## config.mk

```make
export PLATFORM = sky130hd
export DESIGN_NAME = dodq_cell
export DESIGN_NICKNAME = d
export VERILOG_FILES = /design/src/hdl/dodq_pkg.sv /design/src/hdl/dodq_cell.sv
export SDC_FILE = /design/constraint.sdc
export NUM_CORES = 1
export LEC_CHECK = 0
export BUFFER_PORTS_ARGS = -buffer_cell sky130_fd_sc_hd__buf_4
export CAP_MARGIN = 20
export CORE_AREA = 2 2 151 153
export CTS_BUF_LIST = sky130_fd_sc_hd__clkbuf_4
export DETAILED_ROUTE_END_ITERATION = 10
export DIE_AREA = 0 0 153 155
export GPL_ROUTABILITY_DRIVEN = 0
export PLACE_DENSITY = 0.62
export SLEW_MARGIN = 40
export SYNTH_ARGS = -nofsm -noshare
export SYNTH_HDL_FRONTEND = slang
export SYNTH_SLANG_ARGS = --single-unit
```

## constraint.sdc

```tcl
create_clock -name clk -period 9.95 [get_ports clk]
set_clock_uncertainty 0.2 [all_clocks]
set_input_delay 0.995 -clock clk [delete_from_list [all_inputs] [get_ports clk]]
set_output_delay 0.995 -clock clk [all_outputs]
set_load 0.005 [all_outputs]
```

## src/hdl/dodq_pkg.sv

```systemverilog
package dodq_pkg;

  localparam int DEPTH_DEF      = 16;
  localparam int VALUE_BITS_DEF = 32;
  localparam int TIME_BITS      = 64;
  localparam int PAYLOAD_BITS   = 32;

  typedef enum logic [1:0] {
    FUNC_ENQUEUE = 2'd0,
    FUNC_DEQUEUE = 2'd1,
    FUNC_CLOSE   = 2'd2,
    FUNC_UNUSED  = 2'd3
  } func_t;

  typedef enum logic [2:0] {
    ST_STORED     = 3'd0,
    ST_REJ_CLOSED = 3'd1,
    ST_REJ_FULL   = 3'd2,
    ST_RELEASED   = 3'd3,
    ST_NOT_DUE    = 3'd4,
    ST_EMPTY      = 3'd5,
    ST_END        = 3'd6
  } status_t;

  // Command broadcast to every cell of the chain.
  typedef struct packed {
    logic                 insert;
    logic                 pop;
    logic [TIME_BITS-1:0] new_due;
  } cell_cmd_t;

endpackage

```

## src/hdl/dodq_cell.sv

```systemverilog
module dodq_cell
  import dodq_pkg::*;
#(
  parameter int VALUE_BITS = VALUE_BITS_DEF
) (
  input  logic                  clk,
  input  logic                  rst,
  input  cell_cmd_t             cmd,
  input  logic [VALUE_BITS-1:0] new_value,
  input  logic                  left_valid,
  input  logic                  left_yield,
  input  logic [TIME_BITS-1:0]  left_due,
  input  logic [VALUE_BITS-1:0] left_value,
  input  logic                  right_valid,
  input  logic [TIME_BITS-1:0]  right_due,
  input  logic [VALUE_BITS-1:0] right_value,
  output logic                  valid,
  output logic                  yield,
  output logic [TIME_BITS-1:0]  due,
  output logic [VALUE_BITS-1:0] value
);

  // A cell yields its place when it is empty or its entry is due strictly
  // later than the new one, so equal due times keep the older entry ahead.
  assign yield = !valid || (due > cmd.new_due);

  always_ff @(posedge clk) begin
    if (rst) begin
      valid <= 1'b0;
    end else if (cmd.insert) begin
      if (left_yield) begin
        valid <= left_valid;
      end else if (yield) begin
        valid <= 1'b1;
      end
    end else if (cmd.pop) begin
      valid <= right_valid;
    end
  end

  always_ff @(posedge clk) begin
    if (cmd.insert) begin
      if (left_yield) begin
        due   <= left_due;
        value <= left_value;
      end else if (yield) begin
        due   <= cmd.new_due;
        value <= new_value;
      end
    end else if (cmd.pop) begin
      due   <= right_due;
      value <= right_value;
    end
  end

endmodule

```

* After elaboration in Yosys (flattened, before gate mapping)
Index checks and enable logic that the tools add are counted.
** Word-level totals
- Register bits after elaboration :: 97
- Input bits :: 295
- Output and inout port bits :: 98
- Logic and storage cells :: 21
** Operators by class
- Order comparisons :: 1
- Equality and inequality tests :: 1
- Multiplexer cells :: 12
- Reduce and logical (&&, ||, !) cells :: 4
** Operators with widths (number)
- 64-bit two-way mux :: 4
- 32-bit two-way mux :: 4
- 64-bit greater-than comparator :: 1
- 1-bit two-way mux :: 4
- 3-bit by 1-bit inequality test with 1-bit output, second input constant :: 1
- 2-bit AND reduction :: 1
- 2-bit nonzero test :: 1
- 1-bit logical NOT :: 1
- 1-bit logical OR :: 1

* Depth between registers and ports, before layout
Gate-level depths: netlist of run 1.
- Depth after elaboration :: 5
- Mapped depth :: 8
- Depth with buffers taken out :: 8

* Least setup slack after synthesis of run 1
Ideal clock, no wire load.
- Path type :: input port to flip-flop
- From :: input port cmd[61] (netlist bit)
- To :: register due[0], enable pin
- Library setup time :: 0.488 ns
- Arrival :: 4.891 ns
- Data required time :: 9.262 ns
- Setup slack :: 4.371 ns
- Stages :: 8
- Buffers on the path :: 0
- Cells stage by stage :: inv_1 > ha_1 > nand4_2 > nor4_4 > nand3_1 > o221a_1 > o2111a_2 > a21oi_2
** On the way
- Word-level cells in the longest chain between the ends :: 4
** RTL lines
- from (decl) :: RTL line dodq_cell.sv:8 : input cell_cmd_t cmd,
- 64-bit greater-than comparator :: RTL line dodq_cell.sv:25 : assign yield = !valid || (due > cmd.new_due);
- 1-bit logical OR :: RTL line dodq_cell.sv:25
- 3-bit by 1-bit inequality test with 1-bit output (no line)
- 2-bit AND reduction (no line)
- to (signal assigned) :: RTL line dodq_cell.sv:44 : due <= left_due;
- to (signal assigned) :: RTL line dodq_cell.sv:47 : due <= cmd.new_due;
- to (signal assigned) :: RTL line dodq_cell.sv:51 : due <= right_due;
- to (decl) :: RTL line dodq_cell.sv:19 : output logic [TIME_BITS-1:0] due,
Every way passes these cells.
A chain may end at the register's enable or synchronous reset.

* Final worst setup path of run 1
- From :: input port cmd[14] (netlist bit)
- To :: output port yield
** On the way
- Word-level cells in the longest chain between the ends :: 2
** RTL lines
- 64-bit greater-than comparator :: RTL line dodq_cell.sv:25
- 1-bit logical OR :: RTL line dodq_cell.sv:25
- to (decl) :: RTL line dodq_cell.sv:18 : output logic yield,
Every way passes these cells.

==> impl_summary.md, run 1 <==
Die
The starting density of the core is 0.298. The overall die height is 155 um. The area of the core region is around 0.022 mm2. 393 I/O pins were placed. The total die area is approximately 0.024 mm2. The width of the die is 153 um. The standard-cell row count is 55.

Clock tree
Counting the buffers created by CTS gives 9. The hold-fix buffer count after cts is 0. For the worst-skew pair, the clock arrives at the later sink with an insertion delay of approximately 0.46 ns. The number of setup buffers added after CTS is 0. The tree is rooted in a sky130_fd_sc_hd__clkbuf_4. The number of cells upsized or downsized after cts is 0. The number of clock sinks is between 90 and 100. The longest clock path from root to sink contains 2 buffers. Clock-pin slew was measured on the worst setup and hold paths at 0.16 ns. The number of H-tree levels is 3. The clock tree from TritonCTS is done.

Global routing
The initial antenna violation count is 2. The global-route wire length before repair is 33600 um. Global routing finished with a remaining overflow of 0. The number of global-route vias before repair is 6158. Entering global routing, the biggest net connects around 120 pins. Across every metal layer, demand over resource in global routing totals 0.182.

Logic synthesis
The sequential share of the synthesized area is 0.438. The number of different library cells in the post-synthesis netlist is 42. The synthesized design contains 97 register bits. The synthesized area divided by synthesized cell count is 10.1 um2. The net count of the mapped netlist is 1018. The dominant combinational cell family by area after synthesis is multiplexers. The synthesized instance count is 659. Yosys printed 0 warnings. Of the total synthesized cell area, the portion taken by AND, OR, NAND and NOR gates is 0.104. The adder-cell share of the synthesized area is 0.121. Of the post-synthesis cell area, the part taken by muxes is 0.147. Summing every instance area after synthesis gives 0.00663 mm2. The compound-cell area share of the yosys netlist was 0.129. The post-synthesis xor/xnor area fraction is 0.

Drt
After the first detailed-routing iteration, the DRC count stood at 241. The number of design rule violations left after detail routing is 0. The detail-routed net length per standard cell is approximately 17 um. Once detail routing completed, the nets flagged for antenna violations numbered 0. The final layout contains routed wiring with a total length of 22200 um. The number of iterations in the first detailed-routing pass is 4. Dividing the detail-routed via count by the number of cells gives 4.67. For this block, the via count after detailed routing is 6184.

Setup path
In this design, the critical path's most frequently occurring cell is sky130_fd_sc_hd__buf_4. The worst stage delay on the critical path is 0.50 ns. The type of element launching the critical path is a primary input. The arrival time at the worst endpoint is 2.87 ns. The type of destination of the critical path is a primary output. The required arrival time at the worst endpoint is 8.76 ns. The critical path goes through buf_4, inv_1, ha_1, nand4_1, nor4_2, a2111oi_2, o2111a_2, o21ai_2, buf_4. The slowest stage cell on the critical path is sky130_fd_sc_hd__nor4_2. The setup path with the least slack is of type in2out. Of all nets on the critical path, the largest fanout is 3.

Pwr
In this run the power density over the cells is between 100 and 150 mW/mm2. The peak supply drop is 0.0616 mV. The cell leakage power is 4.89 nW.

The post-layout total power is about 0.0011 W.

Placement
Detailed placement ended at an HPWL of about 18000 um. The number of buffers inserted by port buffering is 392. The placed cell count is about 1300.

STA
Setup violations remaining at the end of the flow were counted as 0. The number of hold violations in the final report is 0. Setup repair after global routing left no endpoint under its margin. Of the available clock period, the critical path in the final layout requires 0.409. Static timing analysis puts the maximum clock frequency at 246 MHz. For the pin with the worst max-slew slack, the measured transition is 0.831 ns. The relative slew slack is 0.446. In the final timing run, aggregate negative setup slack is 0 ns. The count of final max-slew check failures was 0. The minimum period implied by the final worst setup slack is 4.07 ns.

Outcome
The flow ran to the end, and the final reports show no timing, DRC or antenna violations.

Finish
Of the cells placed in the final design, the portion with a size suffix greater than 1 is 0.412. In the final layout, the multi-input gates occupy 0.00333 mm2. Once layout is complete, the utilization of the core stands at 0.448. The number of nets at the end of the flow is ~1400. The finished layout holds 1324 standard cells, fillers aside. The area growth from synthesis to layout is 50.2%. Across the whole layout, storage elements account for 0.00290 mm2. The final-layout fill cell count is 2200.

Flow run
The max capacitance violation total is 0.

Hold path
The type of the most critical hold path is in2reg.
-- worst paths after layout --
path                            cells past startpoint        end    start  slack (ns)
worst max-delay path                                9      yield  cmd[14]        5.88
worst min-delay path                                2      valid      rst        0.48
worst min register to register                      3      valid    valid        0.64
worst max register to register                      7  value[27]  due[14]        6.61
-- critical path: cells and delay by family --
| kind | cells | cell delay [ns] |
|---|---|---|
| adders and majority gates | 1 | 0.30 |
| and+or+nand+nor | 2 | 0.68 |
| AOI/OAI and AO/OA | 3 | 0.66 |
| buffers and inverters | 3 | 0.24 |
-- where the power goes --
part           total [W]  internal (W)  leakage [nW]  switching [W]
Combinational   0.000346      0.000191          3.86       0.000156
Sequential      0.000521      0.000500         0.961      0.0000205
Clock           0.000224     0.0000767        0.0688       0.000148
-- flip-flops by register name, indices dropped and copies added, names as in the netlist --
signal  count
due        64
valid       1
value      32
-- cell type report --
cell class	instances	share of cell area
Tap cell	285	0.0358
Sequential cell	97	0.292
Clock buffer	9	0.00679
Inverter	66	0.0249
Clock inverter	6	0.00679
Timing Repair Buffer	396	0.299
Multi-Input combinational cell	463	0.334
Antenna cell	2	0.000503
-- cells in the mapped netlist --
| master | number | area (um2) |
|---|---|---|
| sky130_fd_sc_hd__a211oi_1 | 1 | 7.51 |
| sky130_fd_sc_hd__nand4b_1 | 1 | 8.76 |
| sky130_fd_sc_hd__a22o_2 | 1 | 10.0 |
| sky130_fd_sc_hd__dfxtp_1 | 1 | 20.0 |
| sky130_fd_sc_hd__buf_2 | 8 | 40.0 |
| sky130_fd_sc_hd__o2bb2ai_1 | 2 | 17.5 |
| sky130_fd_sc_hd__o21a_1 | 2 | 15.0 |
| sky130_fd_sc_hd__a21oi_2 | 1 | 8.76 |
| sky130_fd_sc_hd__a21boi_0 | 3 | 22.5 |
| sky130_fd_sc_hd__o21ai_2 | 1 | 8.76 |
| sky130_fd_sc_hd__nor3_1 | 1 | 5.00 |
| sky130_fd_sc_hd__o2111a_2 | 1 | 12.5 |
| sky130_fd_sc_hd__edfxtp_1 | 96 | 2880 |
| sky130_fd_sc_hd__o22ai_1 | 1 | 6.26 |
| sky130_fd_sc_hd__nand2_1 | 13 | 48.8 |
| sky130_fd_sc_hd__ha_1 | 64 | 801 |
| sky130_fd_sc_hd__clkbuf_1 | 22 | 82.6 |
| sky130_fd_sc_hd__a221oi_1 | 1 | 8.76 |
| sky130_fd_sc_hd__nor2_1 | 101 | 379 |
| sky130_fd_sc_hd__nand3_1 | 7 | 35.0 |
| sky130_fd_sc_hd__nor4_1 | 4 | 25.0 |
| sky130_fd_sc_hd__and3_1 | 1 | 6.26 |
| sky130_fd_sc_hd__o21ai_0 | 6 | 30.0 |
| sky130_fd_sc_hd__o31ai_1 | 1 | 7.51 |
| sky130_fd_sc_hd__a2111oi_2 | 1 | 15.0 |
| sky130_fd_sc_hd__mux2_2 | 1 | 11.3 |
| sky130_fd_sc_hd__nand4_1 | 12 | 75.1 |
| sky130_fd_sc_hd__nand4_2 | 3 | 37.5 |
| sky130_fd_sc_hd__inv_1 | 66 | 248 |
| sky130_fd_sc_hd__clkbuf_8 | 2 | 27.5 |
| sky130_fd_sc_hd__a21o_1 | 3 | 22.5 |
| sky130_fd_sc_hd__a21oi_1 | 124 | 621 |
| sky130_fd_sc_hd__buf_8 | 1 | 15.0 |
| sky130_fd_sc_hd__a21o_2 | 1 | 8.76 |
| sky130_fd_sc_hd__and3b_2 | 1 | 10.0 |
| sky130_fd_sc_hd__o41ai_1 | 1 | 8.76 |
| sky130_fd_sc_hd__nor3_4 | 1 | 16.3 |
| sky130_fd_sc_hd__o221a_1 | 1 | 11.3 |
| sky130_fd_sc_hd__nor4_4 | 1 | 21.3 |
| sky130_fd_sc_hd__and4_2 | 2 | 20.0 |
| sky130_fd_sc_hd__mux2i_1 | 96 | 961 |
| sky130_fd_sc_hd__o21ai_1 | 2 | 10.0 |
-- logic make-up (layout without fill, tap and decap cells) --
| group | after synthesis | after routing |
|---|---|---|
| DFF | 97 | 97 |
| buffers and inverters | 99 | 477 |
| and+or+nand+nor | 148 | 148 |
| AOI/OAI and AO/OA | 154 | 154 |
| adders and majority gates | 64 | 64 |
| other | 0 | 2 |
| muxes | 97 | 97 |
-- layout by cell type, fill, tap and decap left out, drive strengths merged, types with 3 or more instances in the layout --
master | synthesis | layout
mux2i | 96 | 96
nand3 | 7 | 7
o21ai | 9 | 9
clkbuf | 24 | 9
nor2 | 101 | 101
edfxtp | 96 | 96
a21boi | 3 | 3
a21o | 4 | 4
inv | 66 | 68
buf | 9 | 396
nor4 | 5 | 5
nand4 | 15 | 15
a21oi | 125 | 125
ha | 64 | 64
nand2 | 13 | 13
-- per-layer routing --
| layer | vias up | GRT usage | share of wire |
|---|---|---|---|
| li1 | 3147 | - | - |
| met1 | 2767 | 0.218 | 0.41 |
| met2 | 249 | 0.327 | 0.51 |
| met3 | 21 | 0.0460 | 0.067 |
| met4 | 0 | 0.0463 | 0.016 |
| met5 | - | 0 | 0 |
-- metrics by stage --
step	hold slack (ns)	cell area (um2)	setup WS, ns
global placement	0.579	9810	5.36
global route	0.409	9950	5.61
finish	0.476	9950	5.88
detailed placement	0.575	9810	5.73
floorplan	0.477	6630	4.37
CTS	0.406	9950	5.73
Power figures use the tool's default switching activity.
==> run 2, diff against run 1 <==
ABC_AREA = 1   (was default)
CORE_AREA = 2 2 153 155   (was 2 2 151 153)
DIE_AREA = 0 0 155 157   (was 0 0 153 155)
clock period = 3.3 ns   (was 9.95 ns; I/O delays follow)
==> impl_summary.md, run 2 <==
STA
The transition time of the tightest slew-check pin was 0.793 ns (was 0.831 ns). The count of final setup violators is 0 (unchanged). Timing would allow up to 340 MHz. The fraction of the cycle the final worst path needs is 0.892. The minimum period implied by the final worst setup slack is between 2 and 3 ns.

Setup repair after global routing missed its margin: false (unchanged). The relative slew slack was 0.471 (was 0.446). The number of hold violations in the final report came to 0 (unchanged). The count of final max-slew check failures is 0 (unchanged).

Drt
The starting DRC count in detailed routing is 402 (was 241). The number of iterations in the first detailed-routing pass is 5 (was 4). The detail-routed via count per cell came to 4.77 (was 4.67). The residual antenna-violating net count after detailed routing is 0 (unchanged). The routed wire length is 25900 um (was 22200 um). The overall via count from detail_route is 7626 (was 6184). The number of design rule violations left after detail routing is 0 (unchanged). The detail-routed net length per standard cell is 16.2 um (was 16.8 um).

Logic synthesis
The proportion of netlist area held by the largest area contributor is 0.447 (was 0.435). The synthesized area divided by synthesized cell count is 8.61 um2 (was 10.1 um2). The number of different library cells in the post-synthesis netlist is 27 (was 42). The synthesized instance count is 749 (was 659).

The total of flip-flops plus latches after synthesis is 97 (unchanged). The library cell occupying the most area in the post-synthesis netlist is sky130_fd_sc_hd__edfxtp_1 (unchanged). The Yosys warning count is 0 (unchanged). The share of flip-flops with an asynchronous set or reset after synthesis is 0 (unchanged). The most frequently used flop master after synthesis was sky130_fd_sc_hd__edfxtp_1 (unchanged). The netlist area before placement is 0.00645 mm2 (was 0.00663 mm2). The sequential share of the synthesized area is 0.450 (was 0.438). The net count of the mapped netlist was 1108 (was 1018). Most common library cells after synthesis: sky130_fd_sc_hd__nand2_1, sky130_fd_sc_hd__nand3_1, sky130_fd_sc_hd__edfxtp_1, sky130_fd_sc_hd__inv_1, sky130_fd_sc_hd__ha_1 (was sky130_fd_sc_hd__a21oi_1, sky130_fd_sc_hd__nor2_1, sky130_fd_sc_hd__edfxtp_1, sky130_fd_sc_hd__mux2i_1, sky130_fd_sc_hd__inv_1). The number of enable-type register cells in the synthesized netlist is 96 (unchanged). The most common cell in the netlist is sky130_fd_sc_hd__nand2_1 (was sky130_fd_sc_hd__a21oi_1). Cell types with the largest area share after synthesis: sky130_fd_sc_hd__edfxtp_1, sky130_fd_sc_hd__ha_1, sky130_fd_sc_hd__nand2_1 (was sky130_fd_sc_hd__edfxtp_1, sky130_fd_sc_hd__mux2i_1, sky130_fd_sc_hd__ha_1).

Setup path
The setup slack of the most critical reg-to-reg path is 0.44 ns (was 6.61 ns). The path type of the worst setup path is reg2out (was in2out). The most frequent cell on the critical path is sky130_fd_sc_hd__nand2_1 (was sky130_fd_sc_hd__buf_4). The critical path endpoint is yield (unchanged).

The startpoint of the most critical register-to-register path is due[63] (was due[14]). The capture point of the worst reg-to-reg path is value[28] (was value[27]). The arrival time at the worst endpoint is 2.41 ns (was 2.87 ns).

The type of destination of the critical path is a primary output (unchanged). The type of element launching the critical path is a flop (was primary input). The required arrival time at the worst endpoint is 2.77 ns (was 8.76 ns). The maximum fanout along the worst path is 2 (was 3). The worst stage delay on the critical path is 0.45 ns (was 0.50 ns). The number of cell instances on the worst register-to-register path is 12 (was 7). The source of the critical timing path is due[41] (was cmd[14]). Critical path, cell by cell: ha_1, nand2_1, inv_1, o21ai_0, a21oi_1, nor2_1, nand2_1, a21oi_1, nand2_1, nand2_1, nand2_1, buf_4 (was buf_4, inv_1, ha_1, nand4_1, nor4_2, a2111oi_2, o2111a_2, o21ai_2, buf_4). The slowest stage cell on the critical path was sky130_fd_sc_hd__edfxtp_1 (was sky130_fd_sc_hd__nor4_2).

Global routing
The routing usage on met2 was 0.380 (was 0.327). The initial antenna violation count came to 1 (was 2). The sum of overflow across all layers after global routing came to 0 (unchanged). The pin count of the biggest net entering global routing is 97 (was 115). The most crowded layer after global routing is met2 (unchanged). The number of global-route vias before repair came to 7789 (was 6158). The global-route total usage across every layer is 0.206 (was 0.182). The met3 capacity usage during global routing is 0.0407 (was 0.0460).

The met1 usage in global routing is 0.234 (was 0.218). The global-route wire length before repair is 39600 um (was 33600 um).

Finish
Commonest cells after routing, fill and taps aside: sky130_fd_sc_hd__buf_4, sky130_fd_sc_hd__nand2_1, sky130_fd_sc_hd__dlygate4sd3_1 (was sky130_fd_sc_hd__buf_4, sky130_fd_sc_hd__a21oi_1, sky130_fd_sc_hd__nor2_1). The register with the most flip-flops is due (unchanged). The utilization of the core after routing is 0.521 (was 0.448). The fraction of layout cells with a size suffix above 1 is 0.327 (was 0.412). The number of nets at the end of the flow is 1666 (was 1392).

The flip-flop count of the largest register after layout is 64 (unchanged). The non-filler instance count after layout is 1598 (was 1324). The most common library cell in the layout ignoring fill and taps is sky130_fd_sc_hd__buf_4 (unchanged). Largest registers: due (64), value (32), valid (1) (unchanged).

The layout-stage area growth over the synthesis result was 81.8% (was 50.2%).

Pwr
The cell leakage power is 5.63 nW (was 4.89 nW). The peak supply drop is 0.176 mV (was 0.0616 mV). The power density over the cells was 309 mW/mm2 (was 110 mW/mm2).

Clock tree
The post-CTS setup buffer count is 0 (unchanged). The buffer type at the clock tree root is sky130_fd_sc_hd__clkbuf_4 (unchanged). The clock latency on the worst-skew pair came to 0.49 ns (was 0.46 ns). The maximum buffer depth of the clock tree was 2 (unchanged).

The clock-pin slew of the registers on the worst-case setup and hold paths is 0.15 ns (was 0.16 ns). The clock tree from TritonCTS is done (unchanged). The number of buffers added by the clock tree synthesis step is 9 (unchanged). The number of clock sinks came to 97 (unchanged). The number of H-tree levels is 3 (unchanged).

Hold path
The type of the most critical hold path was in2reg (unchanged).

Placement
The post-detailed-placement half-perimeter wirelength was 18400 um (was 18000 um). The placed cell count is 1393 (was 1307). The number of buffers inserted by port buffering was 392 (unchanged).

Die
The width of the die came to 155 um (was 153 um). The count of pins on the block boundary is 393 (unchanged). The standard-cell row count is 55 (unchanged). The total die area came to 0.0243 mm2 (was 0.0237 mm2). The starting density of the core is 0.287 (was 0.298). The area of the core region is 0.0225 mm2 (was 0.0222 mm2). The overall die height is 157 um (was 155 um).

Flow run
The max capacitance violation total is 0 (unchanged).

Outcome
Status: completed (unchanged).
==> run 2: final cells by class <==
type                            count  area [um2]
Inverter                           81         309
Sequential cell                    97        2900
Multi-Input combinational cell    530        3100
Tap cell                          285         357
Timing Repair Buffer              588        4910
Antenna cell                        1        2.50
Clock inverter                      6        72.6
Clock buffer                       10        75.1
Fill cell                        2052       10800
==> run 2: worst max-delay path: cells and delay by family (launching register included) <==
| family | cells | cell delay [ns] |
|---|---|---|
| AOI/OAI and AO/OA | 3 | 0.47 |
| buffers and inverters | 2 | 0.17 |
| adders and majority gates | 1 | 0.31 |
| DFF | 1 | 0.45 |
| and+or+nand+nor | 6 | 0.54 |
==> run 2: cells by family (layout without fill, tap and decap cells) <==
logic type,after synthesis,in the layout,share of synthesized area
fa+ha+maj,64,64,0.124
flops,97,97,0.450
buf+inv,122,685,0.0722
compound gates,104,104,0.107
simple gates,362,362,0.247
other cells,0,1,0
==> run 2: worst min-delay path by stage <==
stage / depth (start not counted) / slack, ns / start / endpoint
final: 3 / 0.05 / left_due[41] / due[41]
after global routing: 3 / 0.02 / left_due[41] / due[41]
after CTS: 3 / 0.003 / left_due[41] / due[41]
after detailed placement: 4 / 0.39 / rst / valid
after global placement: 4 / 0.39 / rst / valid
after floorplan: 3 / 0.28 / rst / valid
==> run 2: layer usage <==
| layer | vias to the layer above | wire length [um] |
|---|---|---|
| met4 | 0 | 805 |
| li1 | 3743 | - |
| met3 | 48 | 1670 |
| met2 | 299 | 13300 |
| met1 | 3536 | 10100 |
| met5 | - | 0 |
==> run 2: metrics by stage <==
| step | setup WS (ns) | hold WS, ns | setup TNS [ns] | cell area, um2 | power [W] |
|---|---|---|---|---|---|
| 2_1_floorplan | -0.230 | 0.278 | -22.09 | 6470 | 0.00205 |
| 3_3_place_gp | 0.425 | 0.390 | 0 | 9680 | 0.00269 |
| 3_5_place_dp | 0.388 | 0.385 | 0 | 9690 | 0.00270 |
| 4_1_cts | 0.234 | 0.00350 | 0 | 11700 | 0.00365 |
| 5_1_grt | 0.110 | 0.0198 | 0 | 11700 | 0.00383 |
| 6_report | 0.355 | 0.0524 | 0 | 11700 | 0.00362 |
==> run 2: report_power, final <==
group          total, W  internal (W)  switching, W
Clock          0.000716      0.000249      0.000467
Sequential      0.00159       0.00152     0.0000677
Combinational   0.00131      0.000764      0.000551
==> run 2: repair_timing <==
item,in CTS,in global routing
hold buffers,188,0
endpoints found under the hold margin,96,0
gates resized for setup,0,0
==> run 3, diff against run 2 <==
MAX_ROUTING_LAYER = met4   (was default)
==> impl_summary.md, run 3 (synthesis results as in run 2) <==
Outcome
Status: completed (unchanged).

Drt
The starting DRC count in detailed routing is 435 (was 402). The overall via count from detail_route was 7660 (was 7626). The detail-routed net length per standard cell is 16.2 um (about the same). The residual antenna-violating net count after detailed routing was 0 (unchanged). The detail-routed via count per cell came to 4.79 (was 4.77). The number of iterations in the first detailed-routing pass came to 5 (unchanged). The number of design rule violations left after detail routing is 0 (unchanged). The routed wire length is 26000 um (was 25900 um).

Placement
The post-detailed-placement half-perimeter wirelength is 18400 um (unchanged). The placed cell count was 1393 (unchanged). The total placed instance area came to 0.00969 mm2 (unchanged). The number of buffers inserted by port buffering is 392 (unchanged). The worst setup slack after placement is 0.388 ns (unchanged).

Clock tree
The maximum buffer depth of the clock tree came to 2 (unchanged). The clock tree from TritonCTS is done (unchanged). The buffer type at the clock tree root is sky130_fd_sc_hd__clkbuf_4 (unchanged). The number of H-tree levels came to 3 (unchanged).

The clock-pin slew of the registers on the worst-case setup and hold paths is 0.14 ns (was 0.15 ns). The number of clock sinks is 97 (unchanged). The number of cells upsized or downsized after cts is 0 (unchanged). The number of buffers added by the clock tree synthesis step is 9 (unchanged).

The clock latency on the worst-skew pair is 0.49 ns (about the same).

Setup path
The arrival time at the worst endpoint is 2.42 ns (was 2.41 ns). The most frequent cell on the critical path is sky130_fd_sc_hd__nand2_1 (unchanged). The worst stage delay on the critical path is 0.44 ns (was 0.45 ns). The type of destination of the critical path is a primary output (unchanged). The path type of the worst setup path was reg2out (unchanged). The required arrival time at the worst endpoint is 2.77 ns (about the same). The number of cell instances on the worst register-to-register path is 12 (unchanged). The slowest stage cell on the critical path is sky130_fd_sc_hd__edfxtp_1 (unchanged). Critical path, cell by cell: ha_1, nand2_1, inv_1, o21ai_0, a21oi_1, nor2_1, nand2_1, a21oi_1, nand2_1, nand2_1, nand2_1, buf_4 (unchanged).

The type of element launching the critical path is a flop (unchanged). The maximum fanout along the worst path was 2 (unchanged).

Pwr
The cell leakage power was 5.63 nW (unchanged). The fraction of power consumed by sequential logic was 0.440 (was 0.439). The power dissipated by switching net loads is 0.00108 W (was 0.00109 W). The cell-internal power is 0.00254 W (about the same). The post-layout total power is 0.00362 W (about the same).

The proportion of power drawn by combinational gates was 0.364 (was 0.363). The power density over the cells is 309 mW/mm2 (about the same). The switching part of the total is 0.299 (was 0.300).

The portion of total power attributed to the clock network is 0.197 (was 0.198). The peak supply drop is 0.172 mV (was 0.176 mV).

Die
The count of pins on the block boundary is 393 (unchanged). The standard-cell row count is 55 (unchanged). The starting density of the core is 0.287 (unchanged). The total die area is 0.0243 mm2 (unchanged).

The overall die height is 157 um (unchanged). The area of the core region is 0.0225 mm2 (unchanged). The width of the die is 155 um (unchanged).

Finish
The number of nets at the end of the flow was 1666 (unchanged). The utilization of the core after routing is 0.521 (unchanged). Largest registers: due (64), value (32), valid (1) (unchanged). The flip-flop count of the largest register after layout is 64 (unchanged). The most common library cell in the layout ignoring fill and taps is sky130_fd_sc_hd__buf_4 (unchanged).

The register with the most flip-flops is due (unchanged). Commonest cells after routing, fill and taps aside: sky130_fd_sc_hd__buf_4, sky130_fd_sc_hd__nand2_1, sky130_fd_sc_hd__dlygate4sd3_1 (unchanged). The fraction of layout cells with a size suffix above 1 is 0.327 (unchanged). The area of all placed cells without fillers came to 0.0117 mm2 (unchanged).

The layout-stage area growth over the synthesis result is 81.8% (unchanged). The non-filler instance count after layout is 1598 (unchanged).

Flow run
The max capacitance violation total is 0 (unchanged).

STA
The setup slack after layout was 0.351 ns (was 0.355 ns). The transition time of the tightest slew-check pin was 0.796 ns (was 0.793 ns). The number of hold violations in the final report is 0 (unchanged).

The count of final setup violators is 0 (unchanged). The relative slew slack was 0.469 (was 0.471). The fraction of the cycle the final worst path needs is 0.894 (was 0.892). Setup repair after global routing missed its margin: false (unchanged). The highest attainable clock frequency came to 339 MHz (was 340 MHz). The minimum period implied by the final worst setup slack was 2.95 ns (was 2.94 ns).

The count of final max-slew check failures is 0 (unchanged).

Global routing
The number of global-route vias before repair is 7820 (was 7789). The global-route total usage across every layer is 0.212 (was 0.206). The initial antenna violation count is 1 (unchanged). The global-route wire length before repair is 39500 um (was 39600 um).

The pin count of the biggest net entering global routing is 97 (unchanged). The sum of overflow across all layers after global routing was 0 (unchanged).

Hold path
The number of stages on the worst hold path is 3 (unchanged). The type of the most critical hold path is in2reg (unchanged).
## run 3: metal layers
metal  up-vias  GRT usage  part of all wire
li1       3742          -                 -
met1      3557      0.238              0.40
met2       312      0.380              0.51
met3        49     0.0336             0.060
met4         0     0.0833             0.031
met5         -          -                 0
## run 3: critical path: cells and delay by family (launching register included)
family / cells / cell delay (ns)
AOI/OAI and AO/OA: 3 / 0.48
and+or+nand+nor: 6 / 0.54
buffers and inverters: 2 / 0.17
adders and majority gates: 1 / 0.31
DFF: 1 / 0.44
## run 3: layout make-up
cell class                 count  area [um2]
clock inverter                 6        72.6
timing repair buffer         588        4910
antenna                        1        2.50
sequential                    97        2900
inverter                      81         309
fill                        2052       10800
clock buffer                  10        75.1
multi-input combinational    530        3100
tap                          285         357
## run 3: power by group through the flow
stage | Combinational, W | Clock (W) | Sequential, W
after detailed placement | 0.00108 | 0 | 0.00162
after floorplan | 0.000424 | 0 | 0.00163
after global routing | 0.00145 | 0.000775 | 0.00161
after CTS | 0.00131 | 0.000740 | 0.00159
final | 0.00132 | 0.000712 | 0.00159
after global placement | 0.00107 | 0 | 0.00161
## run 3: repair_timing
item / in CTS / in global routing
endpoints found under the hold margin: 96 / 0
hold buffers: 188 / 0
setup buffers: 0 / 0
## run 3: path summary, 6_finish.rpt
| kind | start | slack, ns | endpoint |
|---|---|---|---|
| setup / recovery | due[41] | 0.35 | yield |
| hold reg to reg | valid | 0.89 | due[28] |
| setup reg to reg | due[63] | 0.43 | value[28] |
| hold / removal | left_due[41] | 0.06 | due[41] |
## run 3: per-stage QoR
| step | hold slack, ns | setup TNS (ns) |
|---|---|---|
| after floorplan | 0.278 | -22.09 |
| after global placement | 0.390 | 0 |
| after detailed placement | 0.385 | 0 |
| after CTS | 0.00350 | 0 |
| after global routing | 0.0198 | 0 |
| final | 0.0558 | 0 |
